<file path="src/cacss_pkg.sv">
// ----------------------------------------------------------------------------
// cacss_pkg
// Shared types, constants and helpers for the cave smoothing step.
// ----------------------------------------------------------------------------
package cacss_pkg;

	localparam int MAX_COLS_DEF = 64;
	localparam int MAX_ROWS_DEF = 64;

	localparam int SIZE_W  = 7;
	localparam int THR_W   = 4;
	localparam int COORD_W = 6;
	localparam int CNT_W   = 4;
	localparam int CFG_IDX_W = 2;

	localparam logic [SIZE_W-1:0] GRID_ROWS_RST     = 7'd64;
	localparam logic [SIZE_W-1:0] GRID_COLS_RST     = 7'd64;
	localparam logic [THR_W-1:0]  DEAD_AT_MOST_RST  = 4'd3;
	localparam logic [THR_W-1:0]  DEAD_AT_LEAST_RST = 4'd7;
	localparam logic [SIZE_W-1:0] SIZE_MIN          = 7'd3;

	typedef enum logic [CFG_IDX_W-1:0] {
		CFG_GRID_ROWS     = 2'd0,
		CFG_GRID_COLS     = 2'd1,
		CFG_DEAD_AT_MOST  = 2'd2,
		CFG_DEAD_AT_LEAST = 2'd3
	} cfg_idx_t;

	// one window column: bit 0 top, bit 1 middle, bit 2 bottom
	typedef logic [2:0] col_t;

	function automatic logic [1:0] pop3(input col_t v);
		pop3 = {1'b0, v[0]} + {1'b0, v[1]} + {1'b0, v[2]};
	endfunction

endpackage

</file>
<file path="src/cacss_linebuf.sv">
// ----------------------------------------------------------------------------
// cacss_linebuf
// Two row buffers held as one two-bit-wide memory, registered read with
// write-to-read forwarding for same-address access in the same cycle.
// ----------------------------------------------------------------------------
module cacss_linebuf import cacss_pkg::*; #(
	parameter int MAX_COLS = MAX_COLS_DEF,
	localparam int AW = (MAX_COLS > 1) ? $clog2(MAX_COLS) : 1
) (
	input  logic          clk,
	input  logic          wr_en,
	input  logic [AW-1:0] wr_addr,
	input  logic [1:0]    wr_data,
	input  logic          rd_en,
	input  logic [AW-1:0] rd_addr,
	output logic [1:0]    rd_data
);

	logic [1:0] mem [MAX_COLS];
	logic [1:0] rd_q;

	always_ff @(posedge clk) begin
		if (wr_en) begin
			mem[wr_addr] <= wr_data;
		end
	end

	always_ff @(posedge clk) begin
		if (rd_en) begin
			if (wr_en && (wr_addr == rd_addr)) begin
				rd_q <= wr_data;
			end else begin
				rd_q <= mem[rd_addr];
			end
		end
	end

	assign rd_data = rd_q;

endmodule

</file>
<file path="src/cacss_cell.sv">
// ----------------------------------------------------------------------------
// cacss_cell
// One column of the 3x3 window: holds three bits, shifts in its neighbor's
// column and reports its wall count.
// ----------------------------------------------------------------------------
module cacss_cell import cacss_pkg::*; (
	input  logic       clk,
	input  logic       arst_n,
	input  logic       shift,
	input  col_t       col_in,
	output col_t       col,
	output logic [1:0] ones
);

	col_t col_q;

	always_ff @(posedge clk or negedge arst_n) begin
		if (!arst_n) begin
			col_q <= '0;
		end else if (shift) begin
			col_q <= col_in;
		end
	end

	assign col  = col_q;
	assign ones = pop3(col_q);

endmodule

</file>
<file path="src/cave_automaton_smoothing_step.sv">
// ----------------------------------------------------------------------------
// cave_automaton_smoothing_step
// One synchronous smoothing pass over a raster stream of wall/floor cells.
// ----------------------------------------------------------------------------
//  channel  signals                               direction  flow
//  in       in_valid/in_stall, cell_in,            input      valid/stall
//           frame_start
//  out      out_valid/out_stall, out_row, out_col, output     valid/stall
//           new_cell, neighbour_count, frame_last
//  cfg      cfg_valid/cfg_ready, cfg_index,        input      valid/ready
//           cfg_data
//
//  One item per cycle sustained while out_stall is low. An accepted item is
//  held in stage 1 with its line buffer read, then the output register
//  holds the result. Border items retire from stage 1 without a result.
//  Reset clears positions, window and config; line buffers are not cleared.
//  in_stall rises only when stage 1 holds a result the output cannot take.
// ----------------------------------------------------------------------------
module cave_automaton_smoothing_step import cacss_pkg::*; #(
	parameter int MAX_COLS = MAX_COLS_DEF,
	parameter int MAX_ROWS = MAX_ROWS_DEF
) (
	input  logic                 clk,
	input  logic                 arst_n,

	input  logic                 in_valid,
	output logic                 in_stall,
	input  logic                 cell_in,
	input  logic                 frame_start,

	output logic                 out_valid,
	input  logic                 out_stall,
	output logic [COORD_W-1:0]   out_row,
	output logic [COORD_W-1:0]   out_col,
	output logic                 new_cell,
	output logic [CNT_W-1:0]     neighbour_count,
	output logic                 frame_last,

	input  logic                 cfg_valid,
	output logic                 cfg_ready,
	input  logic [CFG_IDX_W-1:0] cfg_index,
	input  logic [SIZE_W-1:0]    cfg_data
);

	localparam int AW = (MAX_COLS > 1) ? $clog2(MAX_COLS) : 1;
	localparam int CW = $clog2(MAX_COLS + 1);
	localparam int RW = $clog2(MAX_ROWS + 1);

	logic [SIZE_W-1:0] rows_cfg_q, cols_cfg_q;
	logic [THR_W-1:0]  dam_q, dal_q;
	logic [RW-1:0]     rows_used;
	logic [CW-1:0]     cols_used;

	logic [RW-1:0] row_q, cur_r, r_inc, next_r;
	logic [CW-1:0] col_q, cur_c, c_inc, next_c;

	logic          in_acc;
	logic          s1_valid_q, s1_go, s1_emit, s1_last;
	logic          bit_s1;
	logic [RW-1:0] row_s1;
	logic [CW-1:0] col_s1;

	logic [1:0]       rd_data;
	col_t             column, centre, left;
	logic [1:0]       ones_c, ones_l;
	logic [CNT_W-1:0] count;
	logic             out_free;

	logic                out_valid_q;
	logic [COORD_W-1:0]  out_row_q, out_col_q;
	logic                new_cell_q, frame_last_q;
	logic [CNT_W-1:0]    count_q;

	// configuration
	assign cfg_ready = 1'b1;

	always_ff @(posedge clk or negedge arst_n) begin
		if (!arst_n) begin
			rows_cfg_q <= GRID_ROWS_RST;
			cols_cfg_q <= GRID_COLS_RST;
			dam_q      <= DEAD_AT_MOST_RST;
			dal_q      <= DEAD_AT_LEAST_RST;
		end else if (cfg_valid && cfg_ready) begin
			unique case (cfg_idx_t'(cfg_index))
				CFG_GRID_ROWS:     rows_cfg_q <= cfg_data;
				CFG_GRID_COLS:     cols_cfg_q <= cfg_data;
				CFG_DEAD_AT_MOST:  dam_q      <= cfg_data[THR_W-1:0];
				CFG_DEAD_AT_LEAST: dal_q      <= cfg_data[THR_W-1:0];
				default: ;
			endcase
		end
	end

	always_comb begin
		if (rows_cfg_q < SIZE_MIN) begin
			rows_used = RW'(3);
		end else if (32'(rows_cfg_q) > MAX_ROWS) begin
			rows_used = RW'(MAX_ROWS);
		end else begin
			rows_used = RW'(rows_cfg_q);
		end
		if (cols_cfg_q < SIZE_MIN) begin
			cols_used = CW'(3);
		end else if (32'(cols_cfg_q) > MAX_COLS) begin
			cols_used = CW'(MAX_COLS);
		end else begin
			cols_used = CW'(cols_cfg_q);
		end
	end

	// handshake
	assign out_free = !out_valid_q || !out_stall;
	assign s1_go    = s1_valid_q && (!s1_emit || out_free);
	assign in_stall = s1_valid_q && !s1_go;
	assign in_acc   = in_valid && !in_stall;

	// raster position
	always_comb begin
		cur_r = frame_start ? '0 : row_q;
		cur_c = frame_start ? '0 : col_q;
		c_inc = cur_c + CW'(1);
		r_inc = cur_r + RW'(1);
		if (c_inc >= cols_used) begin
			next_c = '0;
			next_r = (r_inc >= rows_used) ? '0 : r_inc;
		end else begin
			next_c = c_inc;
			next_r = cur_r;
		end
	end

	always_ff @(posedge clk or negedge arst_n) begin
		if (!arst_n) begin
			row_q <= '0;
			col_q <= '0;
		end else if (in_acc) begin
			row_q <= next_r;
			col_q <= next_c;
		end
	end

	// stage 1
	always_ff @(posedge clk or negedge arst_n) begin
		if (!arst_n) begin
			s1_valid_q <= 1'b0;
		end else if (in_acc) begin
			s1_valid_q <= 1'b1;
		end else if (s1_go) begin
			s1_valid_q <= 1'b0;
		end
	end

	always_ff @(posedge clk) begin
		if (in_acc) begin
			bit_s1 <= cell_in;
			row_s1 <= cur_r;
			col_s1 <= cur_c;
		end
	end

	cacss_linebuf #(
		.MAX_COLS (MAX_COLS)
	) u_linebuf (
		.clk     (clk),
		.wr_en   (s1_go),
		.wr_addr (col_s1[AW-1:0]),
		.wr_data ({bit_s1, rd_data[1]}),
		.rd_en   (in_acc),
		.rd_addr (cur_c[AW-1:0]),
		.rd_data (rd_data)
	);

	assign column = {bit_s1, rd_data[1], rd_data[0]};

	cacss_cell u_cell_centre (
		.clk    (clk),
		.arst_n (arst_n),
		.shift  (s1_go),
		.col_in (column),
		.col    (centre),
		.ones   (ones_c)
	);

	cacss_cell u_cell_left (
		.clk    (clk),
		.arst_n (arst_n),
		.shift  (s1_go),
		.col_in (centre),
		.col    (left),
		.ones   (ones_l)
	);

	assign count = CNT_W'(ones_l) + CNT_W'(ones_c) + CNT_W'(pop3(column))
		- CNT_W'(centre[1]);
	assign s1_emit = (row_s1 >= RW'(2)) && (col_s1 >= CW'(2));
	assign s1_last = (row_s1 == rows_used - RW'(1)) && (col_s1 == cols_used - CW'(1));

	// output register
	always_ff @(posedge clk or negedge arst_n) begin
		if (!arst_n) begin
			out_valid_q <= 1'b0;
		end else if (out_free) begin
			out_valid_q <= s1_go && s1_emit;
		end
	end

	always_ff @(posedge clk) begin
		if (s1_go && s1_emit) begin
			out_row_q    <= COORD_W'(row_s1 - RW'(1));
			out_col_q    <= COORD_W'(col_s1 - CW'(1));
			new_cell_q   <= !((count <= dam_q) || (count >= dal_q));
			count_q      <= count;
			frame_last_q <= s1_last;
		end
	end

	assign out_valid       = out_valid_q;
	assign out_row         = out_row_q;
	assign out_col         = out_col_q;
	assign new_cell        = new_cell_q;
	assign neighbour_count = count_q;
	assign frame_last      = frame_last_q;

endmodule

</file>
<file path="config.mk">
export PLATFORM = sky130hd
export DESIGN_NAME = cave_automaton_smoothing_step
export DESIGN_NICKNAME = d
export VERILOG_FILES = /design/src/cacss_pkg.sv /design/src/cacss_linebuf.sv /design/src/cacss_cell.sv /design/src/cave_automaton_smoothing_step.sv
export SDC_FILE = /design/constraint.sdc
export NUM_CORES = 1
export LEC_CHECK = 0
export BUFFER_PORTS_ARGS = -buffer_cell sky130_fd_sc_hd__buf_2
export CORE_ASPECT_RATIO = 0.6
export CORE_UTILIZATION = 25
export CTS_CLUSTER_DIAMETER = 200
export DETAILED_ROUTE_END_ITERATION = 7
export PLACE_DENSITY_LB_ADDON = 0.05
export SLEW_MARGIN = 20
export SYNTH_ARGS = -nofsm -noshare
export SYNTH_HDL_FRONTEND = slang
export SYNTH_SLANG_ARGS = --single-unit
export TNS_END_PERCENT = 5
</file>
<file path="constraint.sdc">
create_clock -name clk -period 5.3 [get_ports clk]
set_clock_uncertainty 0.05 [all_clocks]
set_input_delay 0.53 -clock clk [delete_from_list [all_inputs] [get_ports clk]]
set_output_delay 0.53 -clock clk [all_outputs]
set_load 0.01 [all_outputs]
</file>
# --- Word level (Yosys, flattened, before mapping) ---
# Memory sizes are Yosys's and may differ from the RTL's. A register that Yosys moved wholly into a read port is not among the register bits.
# Index checks and enable logic that the tools add are counted.
op_classes:
  add_sub_neg: 15
  magnitude_cmp: 10
  eq_ne: 5
  mux: 13
  reduce_logical: 21
op_table:
  columns: ["op", "count"]
  rows:
  - ["$mux W7", 9]
  - ["$add A7 B1 Y7 const B", 2]
  - ["$eq A7 B7 Y1", 2]
  - ["$ge A7 B2 Y1 const B", 2]
  - ["$ge A7 B7 Y1", 2]
  - ["$gt A7 B7 Y1 const B", 2]
  - ["$lt A7 B2 Y1 const B", 2]
  - ["$sub A7 B1 Y7 const B", 2]
  - ["$sub A6 B1 Y6 const B", 2]
  - ["$reduce_and A2 Y1", 4]
  - ["$add A1 B1 Y2", 3]
  - ["$add A2 B1 Y2", 3]
  - ["$logic_and A1 B1 Y1", 6]
  - ["$logic_not A1 Y1", 6]
  - ["$add A3 B2 Y4", 1]
  - ["$eq A2 B2 Y1 const B", 2]
  - ["$ge A4 B4 Y1", 1]
  - ["$le A4 B4 Y1", 1]
  - ["$mux W1", 4]
  - ["$sub A4 B1 Y4", 1]
  - ["$add A2 B2 Y3", 1]
  - ["$logic_or A1 B1 Y1", 3]
  - ["$eq A2 B1 Y1 const B", 1]
  - ["$logic_not A2 Y1", 1]
  - ["$reduce_bool A2 Y1", 1]
word_totals:
  reg_bits: 77
  ramBits: 128
  in_bits: 16
  out_inout_bits: 21
  elab_cells: 83
  memories: 1
mem_list:
  columns: ["name", "words", "width", "read_ports", "rd_ports_with_merged_regs", "wr", "line_no", "rtl"]
  rows:
  - ["u_linebuf.mem", 64, 2, 1, 1, 1, "cacss_linebuf.sv:19", "logic [1:0] mem [MAX_COLS];"]

# --- Longest topological paths before layout ---
# Gate-level depths: netlist (run 1).
logic_depth:
  word_depth: 10
  mapped_depth: 16
  ltp_nobuf: 15

# --- By module ---
# Synthesis (run 1) repeated with hierarchy kept, for this count alone.
unflattened:
  cells_unflattened: 756
  hier_area_um2: 10047.1
modules_own_cells:
  columns: ["mod", "instances", "cells_each", "area_per_inst_um2", "seq_area_each_um2"]
  rows:
  - ["cacss_linebuf", 1, 354, 5555.3, 3903.7]
  - ["cave_automaton_smoothing_step", 1, 388, 4234.1, 1950.6]
  - ["cacss_cell", 2, 7, 128.9, 75.1]

# --- Worst setup path after synthesis (run 1) ---
# No wires, ideal clock.
synth_timing:
  path_kind: "flip-flop to flip-flop"
  from: "register u_cell_centre.col_q[0], in the netlist u_cell_centre.col[0]"
  to: "register new_cell_q, in the netlist new_cell, data pin"
  setup_ps: 255
  t_arrival_ps: 3504
  t_required_ps: 4995
  path_slack_ps: 1492
  path_stages_with_launch: 16
  path_buffers: 0
  synth_period_minus_slack_ps: 3808
  path_cell_list: "dfrtp_1 > inv_1 > fa_1 > fa_1 > fa_1 > inv_1 > fa_1 > inv_1 > fa_1 > inv_1 > ha_1 > nor2b_1 > o21ai_0 > nand2b_1 > a21oi_1 > nor2_1"
synth_between:
  elab_chain_cells: 8
  elab_cells_between_ends: 9
  cone_classes: "5 x add/sub; 2 x order compare; 2 x reduce/logical"
synth_lines:
  columns: ["element", "line_no", "rtl"]
  rows:
  - ["from (decl)", "cacss_cell.sv:15", "col_t col_q;"]
  - ["from (signal assigned)", "cacss_cell.sv:21", "col_q <= col_in;"]
  - ["$add A1 B1 Y2 (*)", "cacss_pkg.sv:33", "pop3 = {1'b0, v[0]} + {1'b0, v[1]} + {1'b0, v[2]};"]
  - ["$add A2 B1 Y2 (*)", "cacss_pkg.sv:33", null]
  - ["$add A2 B2 Y3 (*)", "cave_automaton_smoothing_step.sv:193", "assign count = CNT_W'(ones_l) + CNT_W'(ones_c) + CNT_W'(pop3(column))"]
  - ["$add A3 B2 Y4 (*)", "cave_automaton_smoothing_step.sv:193", null]
  - ["$sub A4 B1 Y4 (*)", "cave_automaton_smoothing_step.sv:194", "- CNT_W'(centre[1]);"]
  - ["net count[1]", "cave_automaton_smoothing_step.sv:66", "logic [CNT_W-1:0] count;"]
  - ["$le A4 B4 Y1 / $ge A4 B4 Y1 (equally long branches)", "cave_automaton_smoothing_step.sv:211", "new_cell_q <= !((count <= dam_q) || (count >= dal_q));"]
  - ["$logic_or A1 B1 Y1 (*)", "cave_automaton_smoothing_step.sv:211", null]
  - ["$logic_not A1 Y1 (*)", "cave_automaton_smoothing_step.sv:211", null]
  - ["to (signal assigned)", "cave_automaton_smoothing_step.sv:211", null]
  - ["to (decl)", "cave_automaton_smoothing_step.sv:71", "logic new_cell_q, frame_last_q;"]
# Mark *: on every way through the listed nets, which the timed path passes. The rest lies on a longest branch.
# A chain may end at the register's enable or synchronous reset.

# --- Worst setup path in the final report (run 1) ---
# Ends and elaborated chain as after synthesis.

==> results of run 1 <==
Yosys cell counts (all sizes together) (7+ instances only):
master	n
a211oi	9
a21o	7
a21oi	18
a221oi	8
a22o	12
buf	26
clkbuf	16
dfrtp	37
dfstp	7
edfxtp	163
ha	33
inv	44
mux2	30
mux2i	32
nand2	43
nand2b	13
nand3	23
nor2	89
nor2b	16
nor3	17
nor4	7
o21ai	38
o221ai	10
xnor2	20
xor2	15
final timing paths:
kind / from / slack [ps] / to / cells after the start
min in group clk: cell_in / 130 / bit_s1 / 1
hold / removal: arst_n / 30 / dam_q[3] / 2
setup reg to reg: u_cell_centre.col[0] / 1280 / new_cell / 15
setup / recovery: u_cell_centre.col[0] / 1280 / new_cell / 15
hold reg to reg: col_q[6] / 440 / col_q[6] / 1
max in group asynchronous: arst_n / 4700 / col_q[0] / 2
sequential cells by signal, indices dropped and copies added (netlist names):
name               flops
u_linebuf.mem        128
col_q                  7
col_s1                 7
cols_cfg_q             7
row_q                  7
row_s1                 7
rows_cfg_q             7
out_col                6
out_row                6
dal_q                  4
dam_q                  4
neighbour_count        4
u_cell_centre.col      3
u_cell_left.col        3
u_linebuf.rd_data      2
bit_s1                 1
frame_last             1
new_cell               1
out_valid              1
s1_valid_q             1
placed cells by master, fill, tap and decap left out, types with 30 or more instances in the layout:
cell type and count:
sky130_fd_sc_hd__nand2_1 43, sky130_fd_sc_hd__buf_2 35, sky130_fd_sc_hd__edfxtp_1 163, sky130_fd_sc_hd__mux2_2 30
sky130_fd_sc_hd__dfrtp_1 36, sky130_fd_sc_hd__ha_1 33, sky130_fd_sc_hd__inv_1 42, sky130_fd_sc_hd__mux2i_1 32
sky130_fd_sc_hd__o21ai_0 36, sky130_fd_sc_hd__nor2_1 89
power by group through the flow:
stage                     clock [mW]  combinational [mW]  sequential [mW]
after global routing            1.63                1.88             2.13
after floorplan                    0                1.14             2.10
after CTS                       1.57                1.65             2.11
after global placement             0                1.62             2.14
after detailed placement           0                1.65             2.14
final                           1.52                1.62             2.11
routing by layer:
metal	track usage	share of wire
met1	0.245	0.56
met2	0.200	0.38
met3	0.0322	0.051
met4	0.0304	0.017
met5	0	0
through the flow:
| stage | hold WS (ps) | util |
|---|---|---|
| 3_3_place_gp | 434 | 0.277 |
| 4_1_cts | 40.6 | 0.295 |
| 6_report | 32.6 | 0.295 |
| 3_5_place_dp | 437 | 0.278 |
| 2_1_floorplan | 184 | - |
| 5_1_grt | 80.1 | 0.295 |
logic make-up after synthesis:
| logic type | share of synthesized area |
|---|---|
| muxes | 0.0645 |
| adders and majority gates | 0.0522 |
| AOI/OAI and AO/OA | 0.108 |
| other | 0.000368 |
| xor gates and xnor gates | 0.0300 |
| and+or+nand+nor | 0.120 |
| DFF | 0.588 |
| buffers and inverters | 0.0369 |
area by class of cell:
type,instances,share of cell area
Clock buffer,34,0.0552
Inverter,45,0.0144
Sequential cell,207,0.512
Multi-Input combinational cell,538,0.328
Timing Repair Buffer,57,0.0297
Tap cell,522,0.0557
Clock inverter,8,0.00438
==> metrics, run 1 <==
count of routing violations after the opening detailed-route iteration 487; Sw Ratio 0.338; I/O pin count 37; floorplan die height 158 µm; # Max-Cap Violations 0; share of synthesized area occupied by flip-flops and latches 0.588; FILL cells 4082; # setup viols final 0; die boundary width 263 µm; Net count, final 927; Clock Path Buffers 3; last weighted congestion value of the routability-driven placer 0.789; actual transition at the worst max-transition pin 894 ps; number of input and output port buffers inserted 35; synthesized area 0.0102 mm²; standard-cell rows 56; aggregate routed wire length 31.1 mm; maximum number of pins on one net before global-route repair 67; FF+latch area 0.00601 mm²; placement-stage cell area 0.0110 mm²; post-detailed-placement half-perimeter wirelength 22.3 mm; global-route wire length before repair 46.3 mm; max frequency 249 MHz; number of unique standard cell types used by synthesis 73; highest net fanout along the worst path 3; required time worst endpoint 5530 ps; maximum level of the CTS H-tree 1; post-cts gate resize count 0; Initial Utilization 0.257; Setup Buffers After CTS 0; top-area cell type share of the netlist area 0.480; net count after synthesis 887; time the final worst path needs with I/O delays and setup 4020 ps; count of clock tree sinks 207; syn_area_per_cell 12.3 µm²; delay of the slowest cell on the worst path 570 ps; Critical-path top delay cell sky130_fd_sc_hd__fa_1; final design instance area without fill 0.0117 mm²; core area 0.0397 mm²; type of the worst min-delay path in -> async; summed negative setup slack over all endpoints 0 ps; dominant cell type by count on the critical path sky130_fd_sc_hd__fa_1; global-route congestion overflow total 0; critical path's top delay family adder cells; top cells by area, synth sky130_fd_sc_hd__edfxtp_1 (48%), sky130_fd_sc_hd__dfrtp_1 (9.1%), sky130_fd_sc_hd__ha_1 (4.0%); Leakage 4.27 nW; number of search-and-repair iterations in the first detailed-routing pass 5; #FFs+latches synth 207; placed instance count 1369; clock slew at the register clock pins of the worst setup and hold paths 60 ps; Synth Flop Type sky130_fd_sc_hd__edfxtp_1; run status complete, no violations; EDFF count, synth 163; cell accounting for the most synthesized area sky130_fd_sc_hd__edfxtp_1; number of vias in the routed layout 6792; Worst slew margin 0.402; Root Buffer Master sky130_fd_sc_hd__clkbuf_16; async set-reset flop share out of synthesis 0.213; category of the critical setup timing path reg -> reg; area of the multi-input gates 0.00384 mm²; Layout Area Growth over Synthesis 14.8%; via/cell ratio 4.81; number of buffers added by the clock tree synthesis step 23; antenna violations before repair 1; internal portion of total power 3.48 mW; Critical Path Source Type flip-flop; final slew viol count 0; ordered cell list for the critical path inv_1 > fa_1 > fa_1 > fa_1 > inv_1 > fa_1 > inv_1 > fa_1 > inv_1 > ha_1 > nor2b_1 > o21ai_0 > nand2b_1 > a21oi_1 > nor2_1; number of synthesis warnings 0; share of final-layout standard cells stronger than drive strength 1 0.160; vias in the first global route 6909; post-placement worst setup slack 1270 ps; switching pwr 1.78 mW; count of buffering cells on the critical path with inverters included 4; global router's overall resource usage 0.152; Finished Layout Cells 1411; RSZ-0062 raised after global routing no; worst setup margin 1280 ps; Critical Path End Type flip-flop; Antenna Nets Post-Route 0; clock network fraction of total power 0.289; Hold-fix buffers, CTS 0; DR DRC count 0; part of the total power dissipated in sequential elements 0.402; Antenna Diode Count 0; Critical Path AT 4250 ps; fraction of power consumed by combinational cells 0.309; Worst IR Drop VDD 201 µV; post-route clock period utilization 0.758; overall die area 0.0417 mm²; number of cells produced by synthesis 832; overall power consumption 5.25 mW; final hold violation count 0; Power Dens Cells 448 mW/mm²; per-cell routed wire length 22.1 µm; CTS tree yes; clk_lat worst skew 530 ps
Note: power is estimated with default switching activity, not from simulation.
==> run 2, diff against run 1 <==
==> constraint.sdc (replaced) <==
create_clock -name clk -period 4.1 [get_ports clk]
set_clock_uncertainty 0.05 [all_clocks]
set_input_delay 0.41 -clock clk [delete_from_list [all_inputs] [get_ports clk]]
set_output_delay 0.41 -clock clk [all_outputs]
set_load 0.01 [all_outputs]
==> run 2 against run 1 <==
Effect of this change:
- critical path depth did not move
- routed wire length fell by 0.99%
- first-iteration DRC count rose by 7.0%
- register-to-register slack got worse by 1100 ps
- worst setup slack got worse by 1100 ps
- core utilization rose by 0.69 points
- power rose by 38%
- sequential cell count did not move
- critical path type unchanged
==> metrics, run 2 (same netlist as run 1, synthesis figures left out) <==
run status complete, no violations; global-route congestion overflow total 0; global router's overall resource usage 0.150; max frequency 256 MHz; overall power consumption 7.27 mW; antenna violations before repair 0; leading cell type in the layout, fill and taps excluded sky130_fd_sc_hd__edfxtp_1; core area 0.0397 mm²; Root Buffer Master sky130_fd_sc_hd__clkbuf_16; vias in the first global route 7017; floorplan die height 158 µm; post-route clock period utilization 0.953; switching pwr 2.36 mW; standard-cell rows 56; number of vias in the routed layout 6887; Clock Path Buffers 3; DR DRC count 0; CTS tree yes; final slew viol count 0; Critical Path End Type flip-flop; clk_lat worst skew 540 ps; Critical-path top delay cell sky130_fd_sc_hd__fa_1; Antenna Diode Count 0; count of clock tree sinks 207; maximum level of the CTS H-tree 1; fraction of power consumed by combinational cells 0.314; Layout Area Growth over Synthesis 17.5%; last weighted congestion value of the routability-driven placer 0.756; type of the worst min-delay path in -> reg; Initial Utilization 0.257; aggregate routed wire length 30.8 mm; Critical Path Source Type flip-flop; RSZ-0062 raised after global routing no; Sw Ratio 0.324; I/O pin count 37; Critical Path AT 4140 ps; number of search-and-repair iterations in the first detailed-routing pass 5; die boundary width 263 µm; post-detailed-placement half-perimeter wirelength 22.1 mm; count of routing violations after the opening detailed-route iteration 521; highest net fanout along the worst path 3; time the final worst path needs with I/O delays and setup 3910 ps; Antenna Nets Post-Route 0; critical path's top delay family adder cells; leading cell types in the layout, fill and taps excluded sky130_fd_sc_hd__edfxtp_1 (163), sky130_fd_sc_hd__nor2_1 (89), sky130_fd_sc_hd__nand2_1 (43), sky130_fd_sc_hd__buf_4 (39), sky130_fd_sc_hd__inv_1 (38); count of buffering cells on the critical path with inverters included 4; dominant cell type by count on the critical path sky130_fd_sc_hd__fa_1; delay of the slowest cell on the worst path 560 ps; global-route wire length before repair 46.0 mm; # Max-Cap Violations 0; ordered cell list for the critical path inv_1 > fa_1 > fa_1 > fa_1 > inv_1 > fa_2 > inv_2 > fa_1 > inv_2 > ha_1 > nor2b_1 > o21ai_1 > nand2b_1 > a21oi_1 > nor2_1; number of input and output port buffers inserted 35; overall die area 0.0417 mm²; required time worst endpoint 4330 ps; Worst IR Drop VDD 340 µV; clock network fraction of total power 0.319; internal portion of total power 4.91 mW; Net count, final 946; # setup viols final 0; summed negative setup slack over all endpoints 0 ps; number of buffers added by the clock tree synthesis step 24; actual transition at the worst max-transition pin 754 ps; register name with the most flops u_linebuf.mem; via/cell ratio 4.82; final hold violation count 0; share of final-layout standard cells stronger than drive strength 1 0.184; per-cell routed wire length 21.6 µm; clock slew at the register clock pins of the worst setup and hold paths 60 ps; Worst slew margin 0.492; maximum number of pins on one net before global-route repair 67; Leakage 4.41 nW; Power Dens Cells 606 mW/mm²; part of the total power dissipated in sequential elements 0.368; Largest register FFs 128; category of the critical setup timing path reg -> reg
[run 2: cell types whose count changed in the layout (fill, tap and decap cells not counted), sizes merged]
cell,previous run,this run
clkbuf,34,27
clkinvlp,1,2
inv,47,44
bufinv,0,5
buf,57,74
dlygate4sd3,0,1
clkinv,5,10
[run 2: worst reg2reg max path, cell delays in order (launching register included)]
cell                       delay (ps)
sky130_fd_sc_hd__dfrtp_1          320
sky130_fd_sc_hd__inv_1             60
sky130_fd_sc_hd__fa_1             560
sky130_fd_sc_hd__fa_1             440
sky130_fd_sc_hd__fa_1             490
sky130_fd_sc_hd__inv_1             50
sky130_fd_sc_hd__fa_2             340
sky130_fd_sc_hd__inv_2             70
sky130_fd_sc_hd__fa_1             430
sky130_fd_sc_hd__inv_2             80
sky130_fd_sc_hd__ha_1             230
sky130_fd_sc_hd__nor2b_1          130
sky130_fd_sc_hd__o21ai_1          140
sky130_fd_sc_hd__nand2b_1          70
sky130_fd_sc_hd__a21oi_1          130
sky130_fd_sc_hd__nor2_1            60
[run 2: path summary, 6_finish.rpt]
path,slack [ps],cells after the start,to,from
worst max-delay path,190,15,new_cell,u_cell_left.col[1]
worst min-delay path,40,2,out_valid,out_stall
worst max register to register,190,15,new_cell,u_cell_left.col[1]
worst min register to register,450,1,col_q[6],col_q[6]
max in group asynchronous,2810,3,col_q[0],arst_n
min in group asynchronous,440,2,dam_q[2],arst_n
[run 2: power by group through the flow]
stage | clock network (mW) | logic [mW] | registers (mW)
finish | 2.32 | 2.28 | 2.67
global route | 2.45 | 2.62 | 2.70
CTS | 2.38 | 2.22 | 2.67
detailed placement | 0 | 2.21 | 2.72
global placement | 0 | 2.16 | 2.71
floorplan | 0 | 1.48 | 2.72
[run 2: timing repair]
action | CTS | global route
hold buffers | 1 | 0
resized for setup | 0 | 6
buffers inserted | 0 | 2
endpoints found under the hold margin | 23 | 0
endpoints found under the setup margin | 0 | 1
[run 2: routing by layer]
layer	track usage	up-vias	share of wire
li1	-	3213	-
met1	0.240	3500	0.55
met2	0.202	134	0.38
met3	0.0300	40	0.048
met4	0.0317	0	0.019
met5	0	-	0
[run 2: area by class of cell]
cell class / count / area [µm²]
clock buffer: 27 / 633
clock inverter: 16 / 206
fill: 4043 / 27700
inverter: 45 / 169
multi-input combinational: 538 / 3850
sequential: 207 / 6010
tap: 522 / 653
timing repair buffer: 75 / 478
[run 2: metrics by stage]
stage / hold slack, ps / util / instance area (µm²) / instances / setup slack [ps]
after global placement: 428 / 0.280 / 11100 / 1384 / 86.6
after global routing: 28.9 / 0.302 / 12000 / 1430 / 12.3
after floorplan: 64.4 / - / 10200 / 832 / 292
final: 40.7 / 0.302 / 12000 / 1430 / 193
after CTS: 14.5 / 0.302 / 12000 / 1428 / 63.2
after detailed placement: 410 / 0.280 / 11100 / 1384 / 76.2
==> run 3, diff against run 2 <==
--- a/config.mk
+++ b/config.mk
@@ -6,7 +6,6 @@
 export NUM_CORES = 1
 export LEC_CHECK = 0
 export BUFFER_PORTS_ARGS = -buffer_cell sky130_fd_sc_hd__buf_2
-export CORE_ASPECT_RATIO = 0.6
 export CORE_UTILIZATION = 25
 export CTS_CLUSTER_DIAMETER = 200
 export DETAILED_ROUTE_END_ITERATION = 7
==> run 3 against run 2 <==
Effect of this change:
- cell count is the same
- maximum frequency up 0.56%
- combinational power fell by 5%
- power barely moved
- worst hold slack better by 9.7 ps
- non-clock buffer count decreased by 8
- global-route usage decreased by 0.40 points
- sequential power about the same
- sequential cell count unchanged
- largest power group unchanged
==> metrics, run 3 (same netlist as run 1, synthesis figures left out) <==
overall die area 0.0416 mm²; Initial Utilization 0.255; register name with the most flops u_linebuf.mem; worst setup margin 214 ps; Critical Path AT 4130 ps; Power Dens Cells 605 mW/mm²; maximum level of the CTS H-tree 1; run status complete, no violations; global router's overall resource usage 0.146; Reg2Reg Launch Point u_cell_centre.col[0]; Leakage 4.41 nW; timing startpoint of the critical path u_cell_centre.col[0]; overall power consumption 7.27 mW; # Max-Cap Violations 0; standard-cell rows 73; FILL cells 4153; post-placement worst setup slack 112 ps; aggregate routed wire length 29.8 mm; final slew viol count 0; Antenna Nets Post-Route 0; antenna violations before repair 0; I/O pin count 37; summed negative setup slack over all endpoints 0 ps; die boundary width 204 µm; Critical-path top delay cell sky130_fd_sc_hd__fa_1; Critical Path End Type flip-flop; floorplan die height 204 µm; last weighted congestion value of the routability-driven placer 0.773; number of buffers added by the clock tree synthesis step 26; Largest register FFs 128; per-cell routed wire length 20.8 µm; clock slew at the register clock pins of the worst setup and hold paths 60 ps; global-route congestion overflow total 0; Clock Path Buffers 3; leading cell types in the layout, fill and taps excluded sky130_fd_sc_hd__edfxtp_1 (163), sky130_fd_sc_hd__nor2_1 (89), sky130_fd_sc_hd__nand2_1 (43), sky130_fd_sc_hd__inv_1 (41), sky130_fd_sc_hd__dfrtp_1 (36); count of routing violations after the opening detailed-route iteration 238; time the final worst path needs with I/O delays and setup 3890 ps; CTS tree yes; maximum number of pins on one net before global-route repair 67; delay of the slowest cell on the worst path 550 ps; Post-Route Utilization 0.300; core area 0.0400 mm²; number of input and output port buffers inserted 35; post-detailed-placement half-perimeter wirelength 20.0 mm; # setup viols final 0; vias in the first global route 7202; Critical Path Source Type flip-flop; highest net fanout along the worst path 3; global-route wire length before repair 45.2 mm; ordered cell list for the critical path inv_1 > fa_1 > fa_1 > fa_1 > inv_1 > fa_2 > inv_1 > fa_1 > inv_2 > ha_1 > nor2b_1 > o21ai_1 > nand2b_1 > a21oi_1 > nor2_1; placed instance count 1380; dominant cell type by count on the critical path sky130_fd_sc_hd__fa_1; Net count, final 940; Worst slew margin 0.312; count of clock tree sinks 207; final hold violation count 0; Antenna Diode Count 0; reg-to-reg setup timing slack 210 ps; number of vias in the routed layout 6737; Finished Layout Cells 1430; max frequency 257 MHz; via/cell ratio 4.71; actual transition at the worst max-transition pin 1030 ps; type of the worst min-delay path in -> reg; post-route clock period utilization 0.948; required time worst endpoint 4340 ps; Layout Area Growth over Synthesis 17.8%; Root Buffer Master sky130_fd_sc_hd__clkbuf_16; number of search-and-repair iterations in the first detailed-routing pass 4; worst hold start out_stall; share of final-layout standard cells stronger than drive strength 1 0.172; DR DRC count 0; Worst IR Drop VDD 309 µV; category of the critical setup timing path reg -> reg; clk_lat worst skew 560 ps; leading cell type in the layout, fill and taps excluded sky130_fd_sc_hd__edfxtp_1
==> run 3: cell count changes in the layout (fill, tap and decap cells not counted), sizes merged <==
cell	previous run	this run
buf	74	65
clkbuf	27	36
clkinv	10	8
clkinvlp	2	0
dlygate4sd3	1	2
==> run 3: critical path: cells and delay by family (launching register included) <==
family	cells	cell delay, ps
buf+inv	4	270
fa+ha+maj	6	2460
simple gates	3	270
compound gates	2	260
flops	1	340
==> run 3: per-layer routing <==
metal / track usage / up-vias / part of all wire
li1: - / 3203 / -
met1: 0.187 / 3409 / 0.45
met2: 0.255 / 88 / 0.50
met3: 0.0252 / 37 / 0.033
met4: 0.0370 / 0 / 0.019
met5: 0 / - / 0
==> run 3: report_power, final <==
group / switching (mW) / leakage [nW] / internal [mW]
Sequential: 0.121 / 2.04 / 2.54
Clock: 0.910 / 0.443 / 1.54
Combinational: 1.28 / 1.93 / 0.890
==> run 3: area by class of cell <==
cell class,instances,area [µm²],area share
Clock inverter,12,193,0.0160
Sequential cell,207,6010,0.500
Clock buffer,36,719,0.0599
Tap cell,525,657,0.0547
Timing Repair Buffer,67,433,0.0360
Inverter,45,169,0.0141
Multi-Input combinational cell,538,3840,0.320
==> run 3: path summary, 6_finish.rpt <==
| kind | endpoint | cells past startpoint |
|---|---|---|
| max | new_cell | 15 |
| min | out_valid | 2 |
| max reg2reg | new_cell | 15 |
| min reg2reg | u_cell_left.col[0] | 2 |
| max in group asynchronous | col_q[0] | 3 |
| min in group asynchronous | rows_cfg_q[3] | 3 |
==> run 3: metrics by stage <==
stage                     hold WS, ps  area [µm²]
after floorplan                  64.4       10200
after global placement            424       11100
after detailed placement          419       11100
after CTS                        19.1       12000
after global routing             33.2       12000
final                            50.4       12000
==> run 3: timing repair <==
item	in CTS	in global routing
buffers inserted	0	0
hold buffers	2	0
resized for setup	0	3
endpoints found under the hold margin	38	0
setup endpoints to repair	0	1
